[src/rtl/ibe_pkg.sv]
`timescale 1ns / 1ps
// ----------------------------------------------------------------------------
// ibe_pkg
// Shared constants, status codes and control types of the interval booking
// engine.
// ----------------------------------------------------------------------------
package ibe_pkg;

  localparam int TIME_BITS_DEF    = 30;
  localparam int MAX_BOOKINGS_DEF = 64;

  localparam int STATUS_W = 2;
  localparam int OUT_W    = 8;

  localparam logic [STATUS_W-1:0] ST_BOOKED  = 2'd0;
  localparam logic [STATUS_W-1:0] ST_OVERLAP = 2'd1;
  localparam logic [STATUS_W-1:0] ST_FULL    = 2'd2;
  localparam logic [STATUS_W-1:0] ST_INVALID = 2'd3;

  typedef struct packed {
    logic load;
    logic scan;
    logic finish;
  } ctl_cmd_t;

  typedef struct packed {
    logic scan_done;
    logic out_free;
  } dp_sts_t;

endpackage

[src/rtl/ibe_ctrl.sv]
`timescale 1ns / 1ps
// ----------------------------------------------------------------------------
// ibe_ctrl
// Request sequencer: accept a request, scan the booking table, hand the
// result to the output register.
// ----------------------------------------------------------------------------
module ibe_ctrl (
  input  logic              clk,
  input  logic              rst,
  input  logic              s_tvalid,
  output logic              s_tready,
  input  ibe_pkg::dp_sts_t  sts,
  output ibe_pkg::ctl_cmd_t cmd
);

  localparam logic [1:0] S_IDLE   = 2'd0;
  localparam logic [1:0] S_SCAN   = 2'd1;
  localparam logic [1:0] S_FINISH = 2'd2;

  logic [1:0] state;
  logic [1:0] state_next;

  assign s_tready = (state == S_IDLE);

  always_comb begin
    state_next = state;
    cmd        = '0;
    unique case (state)
      S_IDLE: begin
        if (s_tvalid) begin
          cmd.load   = 1'b1;
          state_next = S_SCAN;
        end
      end
      S_SCAN: begin
        cmd.scan = 1'b1;
        if (sts.scan_done) begin
          state_next = S_FINISH;
        end
      end
      S_FINISH: begin
        if (sts.out_free) begin
          cmd.finish = 1'b1;
          state_next = S_IDLE;
        end
      end
      default: begin
        state_next = S_IDLE;
      end
    endcase
  end

  always_ff @(posedge clk) begin
    if (rst) begin
      state <= S_IDLE;
    end else begin
      state <= state_next;
    end
  end

endmodule

[src/rtl/ibe_datapath.sv]
`timescale 1ns / 1ps
// ----------------------------------------------------------------------------
// ibe_datapath
// Request registers, booking table memory, scan counter, overlap compare,
// status decision and output register.
// ----------------------------------------------------------------------------
module ibe_datapath #(
  parameter int TIME_BITS    = ibe_pkg::TIME_BITS_DEF,
  parameter int MAX_BOOKINGS = ibe_pkg::MAX_BOOKINGS_DEF
) (
  input  logic                     clk,
  input  logic                     rst,
  input  logic [TIME_BITS-1:0]     in_start,
  input  logic [TIME_BITS-1:0]     in_end,
  input  ibe_pkg::ctl_cmd_t        cmd,
  output ibe_pkg::dp_sts_t         sts,
  output logic                     m_tvalid,
  input  logic                     m_tready,
  output logic [ibe_pkg::OUT_W-1:0] m_tdata
);

  localparam int CW = $clog2(MAX_BOOKINGS + 1);
  localparam int AW = (MAX_BOOKINGS > 1) ? $clog2(MAX_BOOKINGS) : 1;
  localparam logic [CW-1:0] MAX_CNT = CW'(MAX_BOOKINGS);

  logic [TIME_BITS-1:0] mem_start [MAX_BOOKINGS];
  logic [TIME_BITS-1:0] mem_end   [MAX_BOOKINGS];

  logic [TIME_BITS-1:0] req_start;
  logic [TIME_BITS-1:0] req_end;
  logic [CW-1:0]        count;
  logic [CW-1:0]        idx;
  logic                 rd_vld;
  logic [TIME_BITS-1:0] rd_start;
  logic [TIME_BITS-1:0] rd_end;
  logic                 hit;
  logic                 issue;
  logic [ibe_pkg::STATUS_W-1:0] status;
  logic                 booked;

  assign issue         = cmd.scan && (idx != count);
  assign sts.scan_done = (idx == count) && !rd_vld;
  assign sts.out_free  = !m_tvalid || m_tready;

  always_comb begin
    priority if (req_start >= req_end) begin
      status = ibe_pkg::ST_INVALID;
    end else if (hit) begin
      status = ibe_pkg::ST_OVERLAP;
    end else if (count == MAX_CNT) begin
      status = ibe_pkg::ST_FULL;
    end else begin
      status = ibe_pkg::ST_BOOKED;
    end
  end

  assign booked = (status == ibe_pkg::ST_BOOKED);

  always_ff @(posedge clk) begin
    rd_start <= mem_start[idx[AW-1:0]];
    rd_end   <= mem_end[idx[AW-1:0]];
    if (cmd.finish && booked) begin
      mem_start[count[AW-1:0]] <= req_start;
      mem_end[count[AW-1:0]]   <= req_end;
    end
  end

  always_ff @(posedge clk) begin
    if (cmd.load) begin
      req_start <= in_start;
      req_end   <= in_end;
    end
    if (cmd.load) begin
      hit <= 1'b0;
    end else if (rd_vld && (req_start < rd_end) && (rd_start < req_end)) begin
      hit <= 1'b1;
    end
    if (cmd.finish) begin
      m_tdata <= {(ibe_pkg::OUT_W - ibe_pkg::STATUS_W - 1)'(0), status, booked};
    end
  end

  always_ff @(posedge clk) begin
    if (rst) begin
      count    <= '0;
      idx      <= '0;
      rd_vld   <= 1'b0;
      m_tvalid <= 1'b0;
    end else begin
      rd_vld <= issue;
      if (cmd.load) begin
        idx <= '0;
      end else if (issue) begin
        idx <= idx + 1'b1;
      end
      if (cmd.finish && booked) begin
        count <= count + 1'b1;
      end
      if (cmd.finish) begin
        m_tvalid <= 1'b1;
      end else if (m_tready) begin
        m_tvalid <= 1'b0;
      end
    end
  end

endmodule

[src/rtl/interval_booking_engine_core.sv]
`timescale 1ns / 1ps
// ----------------------------------------------------------------------------
// interval_booking_engine_core
// Books half-open intervals [start, end) that overlap no booking held so far.
//
// Input channel s_*: one request per transfer, start_time and end_time.
// Output channel m_*: one result per request, accepted flag and status
// (booked, overlap conflict, table full, empty or reversed interval).
// A request is checked against every stored booking, one entry per cycle,
// through the single read port of the booking table; a booked request is
// then written to the next free entry.
// A new request is taken only once the result of the previous one has been
// loaded into the output register; s_tready is high only while idle.
// The result sits in an output register: while the receiver stalls, the
// next request is taken and scanned, and waits only for the register to
// free up before its result is loaded.
// Reset empties the booking table (count to zero) and drops any pending
// result; no clearing pass is needed.
// ----------------------------------------------------------------------------
module interval_booking_engine_core #(
  parameter int TIME_BITS    = ibe_pkg::TIME_BITS_DEF,
  parameter int MAX_BOOKINGS = ibe_pkg::MAX_BOOKINGS_DEF
) (
  input  logic                               clk,
  input  logic                               rst,
  input  logic                               s_tvalid,
  output logic                               s_tready,
  // start_time [TIME_BITS-1:0], end_time [2*TIME_BITS-1:TIME_BITS], zero pad
  input  logic [((2*TIME_BITS+7)/8)*8-1:0]   s_tdata,
  output logic                               m_tvalid,
  input  logic                               m_tready,
  // accepted [0], status [2:1], zero pad [7:3]
  output logic [ibe_pkg::OUT_W-1:0]          m_tdata
);

  ibe_pkg::ctl_cmd_t cmd;
  ibe_pkg::dp_sts_t  sts;

  ibe_ctrl u_ctrl (
    .clk      (clk),
    .rst      (rst),
    .s_tvalid (s_tvalid),
    .s_tready (s_tready),
    .sts      (sts),
    .cmd      (cmd)
  );

  ibe_datapath #(
    .TIME_BITS    (TIME_BITS),
    .MAX_BOOKINGS (MAX_BOOKINGS)
  ) u_datapath (
    .clk      (clk),
    .rst      (rst),
    .in_start (s_tdata[TIME_BITS-1:0]),
    .in_end   (s_tdata[2*TIME_BITS-1:TIME_BITS]),
    .cmd      (cmd),
    .sts      (sts),
    .m_tvalid (m_tvalid),
    .m_tready (m_tready),
    .m_tdata  (m_tdata)
  );

endmodule

[config.mk]
export PLATFORM = sky130hd
export DESIGN_NAME = interval_booking_engine_core
export DESIGN_NICKNAME = d
export VERILOG_FILES = /design/src/rtl/ibe_pkg.sv /design/src/rtl/ibe_ctrl.sv /design/src/rtl/ibe_datapath.sv /design/src/rtl/interval_booking_engine_core.sv
export SDC_FILE = /design/constraint.sdc
export NUM_CORES = 2
export LEC_CHECK = 0
export BUFFER_PORTS_ARGS = -buffer_cell sky130_fd_sc_hd__buf_2
export CORE_MARGIN = 2
export CORE_UTILIZATION = 65
export CTS_BUF_LIST = sky130_fd_sc_hd__clkbuf_8
export DETAILED_ROUTE_END_ITERATION = 16
export MAX_ROUTING_LAYER = met4
export PLACE_DENSITY = 0.81
export SETUP_SLACK_MARGIN = 0.5
export SLEW_MARGIN = 15
export SYNTH_ARGS = -nofsm -noshare
export SYNTH_HDL_FRONTEND = slang
export SYNTH_SLANG_ARGS = --single-unit
export TNS_END_PERCENT = 100
[constraint.sdc]
create_clock -name clk -period 20.4 [get_ports clk]
set_clock_uncertainty 0.1 [all_clocks]
set_input_delay 1.02 -clock clk [delete_from_list [all_inputs] [get_ports clk]]
set_output_delay 1.02 -clock clk [all_outputs]
set_load 0.02 [all_outputs]
# Yosys cells after proc, flatten, opt, wreduce, memory -nomap -nowiden
# Memory sizes are Yosys's and may differ from the RTL's. A register that Yosys moved wholly into a read port is not among the register bits.
# Index checks and enable logic that the tools add are counted.
# totals
reg_bits,82
latchBits,0
ram_bits,3840
rom_bits,0
inputBits,68
mem_count,2
# classes
n_addsub,2
mul,0
n_div,0
order_cmp,3
n_eq_ne,8
n_shift,0
mux,16
bitwise,0
reduce_logical,13
# memory_table
memory,depth,word_bits,rd,rd_ports_with_merged_regs,write_ports,line,source
u_datapath.mem_end,64,30,1,1,1,ibe_datapath.sv:27,logic [TIME_BITS-1:0] mem_end [MAX_BOOKINGS];
u_datapath.mem_start,64,30,1,1,1,ibe_datapath.sv:26,logic [TIME_BITS-1:0] mem_start [MAX_BOOKINGS];
# op_table
op,count
< comparator 30 bit,2
>= comparator 30 bit,1
"adder 7 x 1 -> 7 bit, second input constant",2
2-to-1 mux 2 bit,6
2-to-1 mux 1 bit,9
equality test 7 bit,1
"equality test 7 bit, second input constant",1
!= test 7 bit,1
"!= test 2 bit, second input constant",3
one-hot mux 2 bit (3 select lines),1
logical AND 1 bit,5
logical NOT 2 bit,2
AND reduction 3 bit,1
"equality test 2 x 1 -> 1 bit, second input constant",1
"equality test 2 bit, second input constant",1
logical NOT 1 bit,2
nonzero test 2 bit,1
OR reduction 2 bit,1
logical OR 1 bit,1

# Depth between registers and ports, before layout
# logic_depth
word_depth,8
depth_mapped,10
depth_no_buf,8

# Hierarchy
# From an unflattened synthesis, not the netlist that was laid out.
# hier_totals
cells_unflattened,6017
area_unflattened_um2,151726.8
# modules_own_cells
module,n_inst,cells_each,area_per_inst_um2,seq_area_each_um2
ibe_datapath,1,6006,151622.9,118743.9
ibe_ctrl,1,11,103.8,40.0

# Worst setup path after synthesis
# No wires, ideal clock.
# synth_timing
path_type,reg-to-reg
startpoint,register u_datapath.req_end[4]
endpoint,memory u_datapath.mem_end[54][0] (netlist name) (enable)
arrival_ns,8.256
required_time_ns,19.674
slack_ns,11.418
path_stages_with_launch,9
n_path_buf,0
path_cell_list,edfxtp_1 inv_1 ha_1 a21oi_1 a21boi_0 o31ai_1 a311o_1 nand4_1 nor4_1
# synth_via
elab_chain_len,6
# synth_lines
item,line,source
"start, declared",ibe_datapath.sv:30,logic [TIME_BITS-1:0] req_end;
"start signal, assigned",ibe_datapath.sv:71,req_end <= in_end;
>= comparator 30 bit,ibe_datapath.sv:46,priority if (req_start >= req_end) begin
2-to-1 mux 2 bit,ibe_datapath.sv:46,
logical NOT 2 bit,ibe_datapath.sv:57,assign booked = (status == ibe_pkg::ST_BOOKED);
logical AND 1 bit,ibe_datapath.sv:62,if (cmd.finish && booked) begin
2-to-1 mux 1 bit,ibe_datapath.sv:62,
2-to-1 mux 1 bit (not written as such),ibe_datapath.sv:64,mem_end[count[AW-1:0]] <= req_end;
"end, declared",ibe_datapath.sv:27,
# No other way between the ends.

# Final worst setup path
# layout_timing
startpoint,register u_datapath.req_end[23]
endpoint,memory u_datapath.mem_end[0][26] (netlist name) (enable)
# The elaborated chain is that of the path after synthesis.

==> summary.md <==
| Metric | Value |
|---|---|
| Slew Limit Headroom | `around an eighth` |
| Core area | `232000 um2` |
| Synth Area in Compound Gates | `0.937%` |
| Total GRT Usage | `36.0%` |
| FF+latch count, synth | `3982` |
| Hold Path End | `u_datapath.req_end[28]` |
| Post-Route M1 WL | `132 mm` |
| RSZ-0062 raised after global routing | `false` |
| Global-route wire length before repair | `568 mm` |
| FF+latch area | `119000 um2` |
| Global route total overflow | `0` |
| Routed len/inst | `slightly below 40 um` |
| Mux cell area share after synthesis | `17.8%` |
| Sequential-to-total area share from yosys stat | `78.3%` |
| Final slew viol count | `0` |
| Least-Margin Pin Slew | `between 1 and 1.5 ns` |
| Largest net degree at the start of global routing | `137` |
| Cell count after synthesis | `~6200` |
| Pre-Repair DR Iteration Count | `8` |
| Top-Level Pins | `between 70 and 80` |
| I/O Buffers | `68` |
| Initial Utilization | `65.3%` |
| Die area | `237000 um2` |
| HPWL Detailed | `209 mm` |
| Post-synth EDFFs | `3903` |
| Final worst-path cycle share | `33.5%` |
| Tot Pwr | `15.5 mW` |
| Minimum clock period | `6.84 ns` |
| Outcome | `complete, no violations` |
| Prevailing post-synth register cell | `edfxtp_1` |
| Post-route ant nets | `0` |
| Post-DR vias/cell | `~7.3` |
| Post-synthesis adder-cell area fraction | `0.751%` |
| Die X | `just under 500 um` |
| Row Count | `177` |
| Worst setup EP type | `flip-flop` |
| Hold Path Depth | `1` |
| Power Dens Cells | `91.8 nW/um2` |
| Pre-CTS setup slack | `13.78 ns` |
| HP Start | `s_tdata[58]` |
| DRC | `0` |
| Routed wire length | `408 mm` |
| Final worst slack | `13.56 ns` |
| Initial antenna violation count | `7` |
| Clock tree from TritonCTS | `yes` |
| Leak Pwr | `52.1 nW` |
| Worst r2r src | `u_datapath.req_end[23]` |
| Post-CTS sizing | `0` |
| Startpoint Class | `flip-flop` |
| Hold Path Class | `in -> reg` |
| CTS sink cnt | `3982` |
| Worst-Skew Late Latency | `1.14 ns` |
| Worst reg2reg path endpoint | `u_datapath.mem_end[0][26]` |
| Post-Synth Simple-Gate Area | `less than 1%` |
| Netlist cell types | `55` |
| R2R setup slack | `between 10 and 15 ns` |
| Async S/R FF share, synth | `0%` |
| Worst Reg-to-Reg Cells | `11` |
| Synth warn | `0` |
| Initial DRC Count | `13167` |
| Syn avg cell area | `roughly 25 um2` |
| CP Max Fanout | `65` |
| Nets@finish | `~7000` |
| Total CTS buffers | `614` |
| Area grow syn2layout | `11.1%` |
| Critical path class | `reg -> reg` |
| Number of max-cap violations | `0` |
| Xor/xnor share of the synthesized area | `0.0751%` |
| Chip Height | `487 um` |
| Post-synthesis cell area | `roughly 150000 um2` |
| Vias | `75458` |
| Top Metal Used | `met4` |
| GP Congestion | `0.934` |
| Arrival time worst endpoint | `7.47 ns` |
| CTS max path bufs | `4` |
| CTS H-Tree Depth | `6` |
| Setup TNS | `0 ns` |
| Final setup fails | `0` |
| Wire length on met3 | `54.2 mm` |
| Required @ worst endpoint | `21.03 ns` |
| Met2 wire length | `~200 mm` |
| Share of cells above drive strength 1 | `32.1%` |
| Peak supply drop | `between 0.1 and 0.15 mV` |
| Clock slew at reported path FFs | `0.06 ns` |
| Root buf cell | `clkbuf_8` |
| Max frequency | `between 100 and 150 MHz` |
| Main combinational cell family by area after synthesis | `multiplexers` |
| Fill cell count | `approximately 12000` |
| Vias in the first global route | `76486` |
| Multi-input logic area | `about 32000 um2` |
| Fin util | `72.5%` |
| Hold Vio Cnt, Final | `0` |
[registers in the layout, indices dropped and copies added, names as in the netlist, 3 cells and up]
signal                flops
u_datapath.mem_start   1920
u_datapath.idx            7
u_datapath.rd_end        30
u_datapath.m_tdata        3
u_datapath.count          7
u_datapath.rd_start      30
u_datapath.req_start     30
u_datapath.req_end       30
u_datapath.mem_end     1920
[timing repair]
action	CTS	global route
endpoints found under the hold margin	58	0
setup buffers	0	0
hold buffers	58	0
[how the worst max path moves through the flow]
stage | from | to | slack (ns) | depth (start not counted)
detailed placement | u_datapath.req_end[23] | u_datapath.mem_end[0][26] | 13.78 | 11
global route | u_datapath.req_end[23] | u_datapath.mem_end[0][26] | 13.45 | 11
CTS | u_datapath.req_end[23] | u_datapath.mem_end[0][26] | 13.71 | 11
finish | u_datapath.req_end[23] | u_datapath.mem_end[0][26] | 13.56 | 11
global placement | u_datapath.req_end[23] | u_datapath.mem_end[0][26] | 13.85 | 11
floorplan | u_datapath.req_end[4] | u_datapath.mem_end[54][0] | 11.42 | 8
[critical path: stages (launching register included)]
cell and delay, ns:
edfxtp_1 0.31, buf_4 0.55, inv_1 0.31, ha_1 0.39, a21oi_1 0.16, o21ai_0 0.12
nand2_1 0.65, nand4b_1 0.44, nand4b_1 1.10, nor2_4 0.96, buf_4 0.58, buf_4 0.69
[placed cells by master (no fill, tap or decap), drive strengths merged, types with 3 or more instances in the layout]
cell / Yosys / layout
edfxtp: 3903 / 3903
mux4: 1200 / 1200
clkbuf: 181 / 646
buf: 145 / 308
inv: 64 / 279
clkinv: 0 / 180
a22oi: 121 / 121
nand2: 95 / 95
ha: 91 / 91
dfxtp: 79 / 79
nor2: 74 / 74
dlygate4sd3: 0 / 58
a21oi: 39 / 39
nand4: 39 / 39
nor3: 32 / 32
o21ai: 16 / 16
clkinvlp: 0 / 15
bufinv: 0 / 14
nand3: 10 / 10
xor2: 9 / 9
nand2b: 8 / 8
or4: 7 / 7
and2: 7 / 7
nor4: 7 / 7
diode: 0 / 6
a211oi: 6 / 6
nor2b: 6 / 6
o31ai: 5 / 5
conb: 1 / 5
xnor2: 4 / 4
and3: 3 / 3
and3b: 3 / 3
[report_power, final]
| part | switching [mW] | total, mW | internal [mW] |
|---|---|---|---|
| logic | 0.223 | 0.284 | 0.0610 |
| clock network | 3.04 | 6.15 | 3.11 |
| registers | 0.0143 | 9.04 | 9.02 |
| total | 3.28 | 15.5 | 12.2 |
[cell usage after synthesis (3+ instances only)]
library cell	number	area (um2)
nand3_1	10	50.1
inv_1	64	240
or4_1	7	52.6
o21ai_0	15	75.1
xor2_1	9	78.8
mux4_2	1200	27000
buf_6	9	101
nor2_1	74	278
buf_2	101	505
clkbuf_1	181	679
a22oi_1	121	908
nand4_1	39	244
nor2b_1	6	37.5
ha_1	91	1140
o31ai_1	5	37.5
buf_1	30	113
a21oi_1	39	195
and3b_1	3	26.3
and3_1	3	18.8
edfxtp_1	3903	117000
nand2_1	95	357
a211oi_1	6	45.0
dfxtp_1	79	1580
nand2b_1	8	50.1
nor4_1	6	37.5
xnor2_1	4	35.0
and2_1	7	43.8
buf_4	5	37.5
nor3_1	32	160
[cell type report]
| class | count | share of cell area (%) |
|---|---|---|
| Clock inverter | 424 | 1.30 |
| Sequential cell | 3982 | 70.5 |
| Multi-Input combinational cell | 1819 | 18.8 |
| Clock buffer | 646 | 5.28 |
| Timing Repair Buffer | 366 | 1.70 |
| Tap cell | 3043 | 2.26 |
| Inverter | 64 | 0.144 |
| Antenna cell | 6 | 0.00891 |
[cell families (layout without fill, tap and decap cells)]
group | Yosys count | in the layout
fa+ha+maj | 91 | 91
other cells | 1 | 11
buf+inv | 390 | 1500
compound gates | 204 | 204
simple gates | 303 | 303
mux | 1203 | 1203
flops | 3982 | 3982
xor+xnor | 13 | 13
[per-stage QoR]
| stage | instance area [um2] | cells | hold WS (ns) |
|---|---|---|---|
| 2_1_floorplan | 152000 | 6191 | 0.377 |
| 3_3_place_gp | 157000 | 9215 | 0.404 |
| 3_5_place_dp | 157000 | 9215 | 0.411 |
| 4_1_cts | 168000 | 10343 | 0.0350 |
| 5_1_grt | 168000 | 10347 | 0.0715 |
| 6_report | 168000 | 10350 | 0.103 |
[routing by layer]
layer / up-vias / GRT usage [%]
li1: 28204 / -
met2: 6903 / 54.0
met5: - / -
met4: 0 / 19.8
met1: 38932 / 46.1
met3: 1419 / 9.19
Note: power is estimated with default switching activity, not from simulation.
